==> src/hdl/isfp_pkg.sv <==
// ----------------------------------------------------------------------------
// isfp_pkg
// Shared constants and types of the idle-first pool selector.
// ----------------------------------------------------------------------------
package isfp_pkg;

  // Number of pools served by the selector.
  localparam int POOLS    = 8;
  localparam int IDX_W    = $clog2(POOLS);
  // Size of the least-factor candidate set.
  localparam int SET_K    = $clog2(POOLS);
  localparam int Z_W      = $clog2(SET_K + 1);
  localparam int TALLY_W  = $clog2(POOLS + 2);
  localparam int CNT_W    = 32;
  localparam int FREE_W   = 40;
  // Three times the count plus three history windows fits in 35 bits.
  localparam int FAC_W    = CNT_W + 3;
  localparam int ACT_W    = 4 * CNT_W;

  typedef enum logic [1:0] {
    ACT_ACCESS = 2'd0,
    ACT_FREE   = 2'd1,
    ACT_ALLOC  = 2'd2,
    ACT_NONE   = 2'd3
  } action_t;

  typedef enum logic [3:0] {
    ST_IDLE,
    ST_ACC_WR,
    ST_SW_RD,
    ST_SW_WR,
    ST_SC_RD,
    ST_SC_CMP,
    ST_PK_RD,
    ST_PK_CMP,
    ST_OUT
  } state_t;

endpackage

==> src/hdl/isfp_ram.sv <==
// ----------------------------------------------------------------------------
// isfp_ram
// Simple dual-port RAM with one write port and a registered read port.
// ----------------------------------------------------------------------------
module isfp_ram #(
  parameter int WIDTH = 32,
  parameter int DEPTH = 8
) (
  input  logic                     clk,
  input  logic                     we,
  input  logic [$clog2(DEPTH)-1:0] waddr,
  input  logic [WIDTH-1:0]         wdata,
  input  logic [$clog2(DEPTH)-1:0] raddr,
  output logic [WIDTH-1:0]         rdata
);

  logic [WIDTH-1:0] mem [DEPTH];

  // Write port.
  always_ff @(posedge clk) begin
    if (we) begin
      mem[waddr] <= wdata;
    end
  end

  // Registered read port.
  always_ff @(posedge clk) begin
    rdata <= mem[raddr];
  end

endmodule

==> src/hdl/idle_first_pool_selector.sv <==
// ----------------------------------------------------------------------------
// idle_first_pool_selector
// Picks a memory pool for each allocate request from activity and free space.
// ----------------------------------------------------------------------------
// The block takes one beat at a time. An access event reads the activity RAM
// and writes the entry back, a free space event writes the free space RAM,
// and an action code of 3 is taken in idle. An allocate request sweeps the
// activity RAM, reading and writing back each pool; during the first POOLS
// requests it then ends. Later requests also scan the factor RAM once per
// candidate (SET_K scans) and read the free space RAM for each candidate.
// Results leave through an output register, so input beats keep flowing
// while a result waits; only the next allocate result waits for it.
module idle_first_pool_selector (
  input  logic                          clk,
  input  logic                          rst_n,
  input  logic                          in_valid,
  output logic                          in_stall,
  input  logic [1:0]                    in_action,
  input  logic [5:0]                    in_pool,
  input  logic [isfp_pkg::FREE_W-1:0]   in_free_amount,
  output logic                          out_valid,
  input  logic                          out_stall,
  output logic [5:0]                    out_selected_pool,
  output logic                          out_warmup_choice
);
  import isfp_pkg::*;

  state_t state_r, state_nxt;

  logic [IDX_W-1:0]   cnt_r;
  logic [Z_W-1:0]     z_r;
  logic [IDX_W-1:0]   acc_idx_r;
  logic [POOLS-1:0]   act_vld_r;
  logic [POOLS-1:0]   free_vld_r;
  logic               act_rv_r;
  logic               free_rv_r;
  logic [POOLS-1:0]   taken_r;
  logic               found_r;
  logic [IDX_W-1:0]   best_idx_r;
  logic [FAC_W-1:0]   best_fac_r;
  logic [IDX_W-1:0]   members_r [SET_K];
  logic [IDX_W-1:0]   mem_r;
  logic [IDX_W-1:0]   pick_r;
  logic [FREE_W-1:0]  pick_free_r;
  logic [IDX_W-1:0]   rotate_r;
  logic [TALLY_W-1:0] tally_r;
  logic               prev_valid_r;
  logic [IDX_W-1:0]   prev_r;
  logic [IDX_W-1:0]   res_pool_r;
  logic               res_warm_r;
  logic               out_valid_r;
  logic [IDX_W-1:0]   out_pool_r;
  logic               out_warm_r;

  // RAM ports.
  logic               act_we;
  logic [IDX_W-1:0]   act_waddr;
  logic [ACT_W-1:0]   act_wdata;
  logic [IDX_W-1:0]   act_raddr;
  logic [ACT_W-1:0]   act_rdata;
  logic               free_we;
  logic [IDX_W-1:0]   free_raddr;
  logic [FREE_W-1:0]  free_rdata;
  logic               fac_we;
  logic [FAC_W-1:0]   fac_wdata;
  logic [FAC_W-1:0]   fac_rdata;

  logic               in_acc;
  logic               in_range;
  logic [IDX_W-1:0]   in_idx;
  logic [ACT_W-1:0]   act_q;
  logic [CNT_W-1:0]   cur_cnt;
  logic [CNT_W-1:0]   h1;
  logic [CNT_W-1:0]   h2;
  logic [CNT_W-1:0]   h3;
  logic [FREE_W-1:0]  free_q;
  logic               last_pool;
  logic               last_z;
  logic               warm;
  logic               sc_take;
  logic [IDX_W-1:0]   sc_best;
  logic               pk_take;
  logic [IDX_W-1:0]   pk_pick;
  logic               out_load;

  assign in_stall = (state_r != ST_IDLE);
  assign in_acc   = in_valid && !in_stall;
  assign in_range = ({1'b0, in_pool} < 7'(POOLS));
  assign in_idx   = in_pool[IDX_W-1:0];

  isfp_ram #(.WIDTH(ACT_W), .DEPTH(POOLS)) u_act_ram (
    .clk   (clk),
    .we    (act_we),
    .waddr (act_waddr),
    .wdata (act_wdata),
    .raddr (act_raddr),
    .rdata (act_rdata)
  );

  isfp_ram #(.WIDTH(FREE_W), .DEPTH(POOLS)) u_free_ram (
    .clk   (clk),
    .we    (free_we),
    .waddr (in_idx),
    .wdata (in_free_amount),
    .raddr (free_raddr),
    .rdata (free_rdata)
  );

  isfp_ram #(.WIDTH(FAC_W), .DEPTH(POOLS)) u_fac_ram (
    .clk   (clk),
    .we    (fac_we),
    .waddr (cnt_r),
    .wdata (fac_wdata),
    .raddr (cnt_r),
    .rdata (fac_rdata)
  );

  // Entries never written read as zero.
  assign act_q   = act_rv_r ? act_rdata : '0;
  assign free_q  = free_rv_r ? free_rdata : '0;
  assign cur_cnt = act_q[4*CNT_W-1:3*CNT_W];
  assign h1      = act_q[3*CNT_W-1:2*CNT_W];
  assign h2      = act_q[2*CNT_W-1:CNT_W];
  assign h3      = act_q[CNT_W-1:0];

  assign last_pool = (cnt_r == IDX_W'(POOLS - 1));
  assign last_z    = (z_r == Z_W'(SET_K - 1));
  assign warm      = (tally_r < TALLY_W'(POOLS));

  // Running least-factor search over pools not yet taken.
  assign sc_take = !taken_r[cnt_r] && (!found_r || (fac_rdata < best_fac_r));
  assign sc_best = sc_take ? cnt_r : best_idx_r;

  // Most free space, later ones winning ties; the last pick only if first.
  assign pk_take = (z_r == '0) ||
                   ((pick_free_r <= free_q) && !(prev_valid_r && (mem_r == prev_r)));
  assign pk_pick = pk_take ? mem_r : pick_r;

  assign out_load = !out_valid_r || !out_stall;

  // Next state and RAM controls.
  always_comb begin
    state_nxt  = state_r;
    act_we     = 1'b0;
    act_waddr  = cnt_r;
    act_wdata  = '0;
    act_raddr  = cnt_r;
    free_we    = 1'b0;
    free_raddr = members_r[0];
    fac_we     = 1'b0;
    fac_wdata  = {3'b000, cur_cnt} + {2'b00, cur_cnt, 1'b0} + {3'b000, h1} +
                 {3'b000, h2} + {3'b000, h3};
    case (state_r)
      ST_IDLE: begin
        act_raddr = in_idx;
        if (in_acc) begin
          case (action_t'(in_action))
            ACT_ACCESS: if (in_range) state_nxt = ST_ACC_WR;
            ACT_FREE:   free_we = in_range;
            ACT_ALLOC:  state_nxt = ST_SW_RD;
            default:    state_nxt = ST_IDLE;
          endcase
        end
      end
      ST_ACC_WR: begin
        act_we    = 1'b1;
        act_waddr = acc_idx_r;
        act_wdata = act_q;
        if (cur_cnt != '1) begin
          act_wdata[4*CNT_W-1:3*CNT_W] = cur_cnt + 1'b1;
        end
        state_nxt = ST_IDLE;
      end
      ST_SW_RD: state_nxt = ST_SW_WR;
      ST_SW_WR: begin
        act_we    = 1'b1;
        act_wdata = {{CNT_W{1'b0}}, cur_cnt, h1, h2};
        fac_we    = 1'b1;
        if (last_pool) begin
          state_nxt = warm ? ST_OUT : ST_SC_RD;
        end else begin
          state_nxt = ST_SW_RD;
        end
      end
      ST_SC_RD:  state_nxt = ST_SC_CMP;
      ST_SC_CMP: begin
        if (last_pool && last_z) begin
          state_nxt = ST_PK_RD;
        end else begin
          state_nxt = ST_SC_RD;
        end
      end
      ST_PK_RD:  state_nxt = ST_PK_CMP;
      ST_PK_CMP: state_nxt = last_z ? ST_OUT : ST_PK_RD;
      ST_OUT:    if (out_load) state_nxt = ST_IDLE;
      default:   state_nxt = ST_IDLE;
    endcase
  end

  // State register.
  always_ff @(posedge clk) begin
    if (!rst_n) begin
      state_r <= ST_IDLE;
    end else begin
      state_r <= state_nxt;
    end
  end

  function automatic logic last_rotate(input logic [IDX_W-1:0] r);
    return (r == IDX_W'(POOLS - 1));
  endfunction

  // Control state of the sequencer.
  always_ff @(posedge clk) begin
    if (!rst_n) begin
      act_vld_r    <= '0;
      free_vld_r   <= '0;
      rotate_r     <= '0;
      tally_r      <= '0;
      prev_valid_r <= 1'b0;
      out_valid_r  <= 1'b0;
      cnt_r        <= '0;
      z_r          <= '0;
      taken_r      <= '0;
      found_r      <= 1'b0;
    end else begin
      // A new result beat replaces the one that leaves in the same cycle.
      if ((state_r == ST_OUT) && out_load) begin
        out_valid_r <= 1'b1;
      end else if (out_valid_r && !out_stall) begin
        out_valid_r <= 1'b0;
      end
      case (state_r)
        ST_IDLE: begin
          cnt_r <= '0;
          if (in_acc && (action_t'(in_action) == ACT_FREE) && in_range) begin
            free_vld_r[in_idx] <= 1'b1;
          end
        end
        ST_ACC_WR: act_vld_r[acc_idx_r] <= 1'b1;
        ST_SW_WR: begin
          act_vld_r[cnt_r] <= 1'b1;
          cnt_r            <= last_pool ? '0 : cnt_r + 1'b1;
          if (last_pool) begin
            if (tally_r < TALLY_W'(POOLS + 1)) begin
              tally_r <= tally_r + 1'b1;
            end
            if (warm) begin
              rotate_r <= last_rotate(rotate_r) ? '0 : rotate_r + 1'b1;
            end
            z_r     <= '0;
            taken_r <= '0;
            found_r <= 1'b0;
          end
        end
        ST_SC_CMP: begin
          if (last_pool) begin
            taken_r[sc_best] <= 1'b1;
            found_r          <= 1'b0;
            cnt_r            <= '0;
            z_r              <= last_z ? '0 : z_r + 1'b1;
          end else begin
            found_r <= found_r || sc_take;
            cnt_r   <= cnt_r + 1'b1;
          end
        end
        ST_PK_CMP: z_r <= z_r + 1'b1;
        ST_OUT: begin
          if (out_load) begin
            prev_valid_r <= 1'b1;
          end
        end
        default: cnt_r <= cnt_r;
      endcase
    end
  end

  // Datapath registers.
  always_ff @(posedge clk) begin
    act_rv_r  <= act_vld_r[act_raddr];
    free_rv_r <= free_vld_r[free_raddr];
    case (state_r)
      ST_IDLE: acc_idx_r <= in_idx;
      ST_SW_WR: begin
        res_pool_r <= rotate_r;
        res_warm_r <= 1'b1;
      end
      ST_SC_CMP: begin
        if (sc_take) begin
          best_idx_r <= cnt_r;
          best_fac_r <= fac_rdata;
        end
        // Each finished pass pushes its pool into the candidate line.
        if (last_pool) begin
          for (int i = 0; i < SET_K - 1; i++) begin
            members_r[i] <= members_r[i + 1];
          end
          members_r[SET_K-1] <= sc_best;
        end
      end
      ST_PK_RD: begin
        mem_r <= members_r[0];
        for (int i = 0; i < SET_K - 1; i++) begin
          members_r[i] <= members_r[i + 1];
        end
        members_r[SET_K-1] <= members_r[0];
      end
      ST_PK_CMP: begin
        pick_r <= pk_pick;
        if (pk_take) begin
          pick_free_r <= free_q;
        end
        res_pool_r <= pk_pick;
        res_warm_r <= 1'b0;
      end
      ST_OUT: begin
        if (out_load) begin
          out_pool_r <= res_pool_r;
          out_warm_r <= res_warm_r;
          prev_r     <= res_pool_r;
        end
      end
      default: mem_r <= mem_r;
    endcase
  end

  assign out_valid         = out_valid_r;
  assign out_selected_pool = 6'(out_pool_r);
  assign out_warmup_choice = out_warm_r;

  // A stalled result beat is never dropped.
  a_out_hold: assert property (@(posedge clk) disable iff (!rst_n)
    out_valid && out_stall |=> out_valid)
    else $error("result beat dropped while stalled");

  // An access write back always follows its read in idle.
  a_acc_seq: assert property (@(posedge clk) disable iff (!rst_n)
    state_r == ST_ACC_WR |-> $past(state_r) == ST_IDLE)
    else $error("access write back without its read");

  // The chosen pool always exists.
  a_pool_range: assert property (@(posedge clk) disable iff (!rst_n)
    out_valid |-> ({1'b0, out_selected_pool} < 7'(POOLS)))
    else $error("selected pool out of range");

endmodule
==> config.mk <==
export PLATFORM = sky130hd
export DESIGN_NAME = idle_first_pool_selector
export DESIGN_NICKNAME = d
export VERILOG_FILES = /design/src/hdl/isfp_pkg.sv /design/src/hdl/isfp_ram.sv /design/src/hdl/idle_first_pool_selector.sv
export SDC_FILE = /design/constraint.sdc
export NUM_CORES = 2
export LEC_CHECK = 0
export ABC_AREA = 0
export BUFFER_PORTS_ARGS = -buffer_cell sky130_fd_sc_hd__buf_2
export CAP_MARGIN = 15
export CORE_MARGIN = 8
export CORE_UTILIZATION = 30
export CTS_CLUSTER_SIZE = 28
export DETAILED_ROUTE_END_ITERATION = 8
export GPL_TIMING_DRIVEN = 0
export PLACE_DENSITY = 0.44
export SKIP_LAST_GASP = 1
export SYNTH_ARGS = -nofsm -noshare
export SYNTH_HDL_FRONTEND = slang
export SYNTH_HIERARCHICAL = 1
export SYNTH_SLANG_ARGS = --single-unit
==> constraint.sdc <==
create_clock -name clk -period 30.8 [get_ports clk]
set_input_delay 6.16 -clock clk [delete_from_list [all_inputs] [get_ports clk]]
set_output_delay 6.16 -clock clk [all_outputs]
set_load 0.005 [all_outputs]
==> results.md <==
* Synth warn at 6
* RSZ-0062 raised after global routing: false
* Nets@finish at 4878
* Worst path required time at ~31 ns
* Cell Pwr Density at around 61 nW/um2
* Clock net sink count at slightly below 2000
* Pin count of the biggest net entering global routing at 28
* Final setup fails at 0
* CP top delay family: buffers and inverters
* Final period util at a little under 30%
* Fraction of registers with async set/reset at 0%
* CP Max Fanout at 10
* Fin crit period at around 8.9 ns
* Fmax at roughly 110 MHz
* Die Span Y at ~530 um
* Netlist cell types at 73
* First-pass GRT wire length at slightly above 300 mm
* GP Congestion at approximately 0.76
* Clock-pin slew on the worst setup and hold paths at 0.06 ns
* Switch Pwr at roughly 1300 uW
* Peak supply drop at 58.1 uV
* Core box area at between 200000 and 300000 um2
* Antenna violations before repair at 14
* Clock latency on the worst-skew pair at 0.85 ns
* CP peak stage delay at roughly 0.91 ns
* Mapped Cells at ~4200
* Placed Instances at approximately 7900
* CP startpoint kind: register
* CP endpoint kind: register
* # resized after CTS at 0
* Fin. max-slew vios at 0
* Vias post-DR at about 40000
* Yosys top cell area share at between 60% and 70%
* Worst-Margin Slew at between 1 and 1.5 ns
* Relative slew slack at about 17%
* Num ports at 61
* Switching share of power at 22.1%
* CTS root buf: clkbuf_16
* Main flop type after synthesis: edfxtp_1
* Post-DP HPWL at 144 mm
* Max-cap check violation count at 0
* Rows at 190
* Drt via density at ~4.8
* Total grt overflow at 0
* Die width at 534 um
* DIE AREA at between 200000 and 300000 um2
* Fraction of layout cells with a size suffix above 1 at a little over 20%
* Fillers at between 20000 and 30000
* Synth area leaders: edfxtp_1, mux4_1, dfxtp_1
* Cell-internal power at approximately 4500 uW
* Clk buf depth at 3
* Number of synthesized flops with an enable pin at 1728
* TritonRoute pass-1 iters at 7
* Initial DRC count at just over 3000
* Max stage delay cell, worst path: xnor2_1
* Post-Layout Cell Count at ~8300
* Starting Density at between 30% and 40%
* Crit-path cells: buf_2 > clkbuf_1 > clkbuf_1 > clkbuf_1 > nand2_1 > inv_1 > fa_1 > fa_1 > fa_1 > ha_1 > and4_1 > o2111ai_1 > or4_1 > o2111ai_1 > o211ai_1 > o211ai_1 > a311oi_1 > xnor2_1
* Post-CTS Setup Inserts at 0
* Hold Violations, Final at 0
* Post-layout util at 35.3%
* Syn avg cell area at between 15 and 20 um2
* Hold WC Path Type: reg -> reg
* Comb power frac at between 5 and 6%
* FF+latch count, synth at approximately 2000
* # DRC at 0
* Clk_skew at ~0.056 ns
* WL final at roughly 210 mm
* Status: finished clean
* Clock power share at between 40% and 50%
* CP bufs+invs at 5
* Total track usage at 14.5%
* Yosys top cell by area: edfxtp_1
* H-tree depth at 4
* Synth-to-layout area growth at 17.2%
* Total CTS buffers at 208
* Arrival @ worst endpoint at 9.35 ns
* Share of power burned in registers at between 50 and 60%
* Hold buffers post-CTS at 0
* IO Port Bufs at 56
* Vias in the first global route at a little over 40000
* WL per Instance at 25.2 um
* Setup TNS at 0 ns
* P_leak at between 0.03 and 0.04 uW
* Post-DRT Antenna Nets at 0
* WS Path Type: reg -> reg
* TritonCTS clock tree: built
* Post-synthesis cell area at roughly 80000 um2
* Sequential area share after synthesis at a little over two thirds
==> layer usage <==
layer	GRT usage, %	up-vias	wire (um)
li1	-	17601	-
met1	20.9	21434	100000
met2	23.0	835	96800
met3	2.44	276	9220
met4	3.54	10	4340
met5	0	-	56
==> path summary, 6_finish.rpt <==
| path | start | endpoint | slack, ns | depth (start not counted) |
|---|---|---|---|---|
| max | act_rv_r | u_fac_ram/mem[7][33] | 21.93 | 18 |
| min | members_r[0][6] | members_r[0][3] | 0.42 | 0 |
| max reg2reg | act_rv_r | u_fac_ram/mem[7][33] | 21.93 | 18 |
| min reg2reg | members_r[0][6] | members_r[0][3] | 0.42 | 0 |
==> registers in the layout, summed over array words and instances (netlist names), 4 cells and up <==
| signal | count |
|---|---|
| act_vld_r | 8 |
| best_fac_r | 35 |
| free_vld_r | 8 |
| members_r | 9 |
| pick_free_r | 40 |
| state_r | 4 |
| taken_r | 8 |
| tally_r | 4 |
| u_act_ram/mem | 1024 |
| u_act_ram/rdata | 128 |
| u_fac_ram/mem | 280 |
| u_fac_ram/rdata | 35 |
| u_free_ram/mem | 320 |
| u_free_ram/rdata | 40 |
==> cells by family after synthesis <==
family	Yosys count	share of synthesized area [%]
mux	629	15.6
xor+xnor	59	0.643
compound gates	327	2.72
other cells	1	0.00466
flops	1976	70.7
fa+ha+maj	215	4.24
simple gates	566	3.30
buf+inv	442	2.80
==> through the flow <==
stage	total power, uW	cell area (um2)	hold slack, ns	setup slack, ns
finish	5720	94200	0.416	21.93
global route	5910	94200	0.420	21.53
detailed placement	3300	87400	0.405	21.53
CTS	5800	94100	0.416	21.88
floorplan	3170	80400	0.400	19.97
global placement	3290	85100	0.403	4.97
==> cell usage after synthesis (11+ instances only) <==
cell	count
edfxtp_1	1728
inv_1	258
dfxtp_1	248
nand2_1	241
mux4_1	222
mux2_2	212
mux4_2	188
ha_1	119
nor2_1	100
fa_1	96
clkbuf_1	93
o22ai_1	84
a21oi_1	68
xnor2_1	49
nor3_1	41
nand3_1	36
o21ai_0	33
a21o_1	29
buf_6	24
and2_1	23
nand4_1	22
nand2b_1	21
buf_1	19
buf_8	19
nor2b_1	19
and3_1	13
clkbuf_8	13
o21a_1	11
==> power groups by stage <==
| stage | combinational (uW) | sequential, uW | clock (uW) |
|---|---|---|---|
| 3_3_place_gp | 290 | 3000 | 0 |
| 4_1_cts | 299 | 2940 | 2560 |
| 5_1_grt | 320 | 2940 | 2650 |
| 3_5_place_dp | 297 | 3000 | 0 |
| 6_report | 296 | 2940 | 2480 |
| 2_1_floorplan | 179 | 2990 | 0 |
==> worst reg2reg max path: stages, from the launching register on <==
cell and delay (ns):
dfxtp_1 0.56, buf_2 0.32, clkbuf_1 0.40, clkbuf_1 0.78, clkbuf_1 0.75, nand2_1 0.44
inv_1 0.19, fa_1 0.48, fa_1 0.63, fa_1 0.45, ha_1 0.44, and4_1 0.24
o2111ai_1 0.17, or4_1 0.45, o2111ai_1 0.40, o211ai_1 0.35, o211ai_1 0.41, a311oi_1 0.17
xnor2_1 0.91
==> area by class of cell <==
type	instances	area, um2	share of cell area, %
timing repair buffer	184	2360	2.51
sequential	1976	56900	60.4
tap	3552	4440	4.72
inverter	260	976	1.04
buffer	182	1270	1.35
clock buffer	304	5890	6.25
multi-input combinational	1799	21500	22.8
clock inverter	90	887	0.942
antenna	2	5.00	0.00531
==> placed cells by master, fill, tap and decap left out, types with 22 or more instances in the layout <==
master     count
dfxtp_1      248
nand4_1       22
buf_12        52
a21o_1        29
nand3_1       36
and2_1        23
clkinv_2      34
clkinv_1      26
mux4_2       188
a21oi_1       68
buf_8         33
edfxtp_1    1728
nor2_1        80
buf_6         74
buf_2         62
o21ai_0       32
nand2_1      241
ha_1         119
nor3_1        34
mux2_2       212
fa_1          96
o22ai_1       84
xnor2_1       49
clkbuf_1     160
inv_1        258
clkbuf_16    212
mux4_1       222
clkbuf_8      37
No activity file was read; power rests on OpenSTA's default activity.
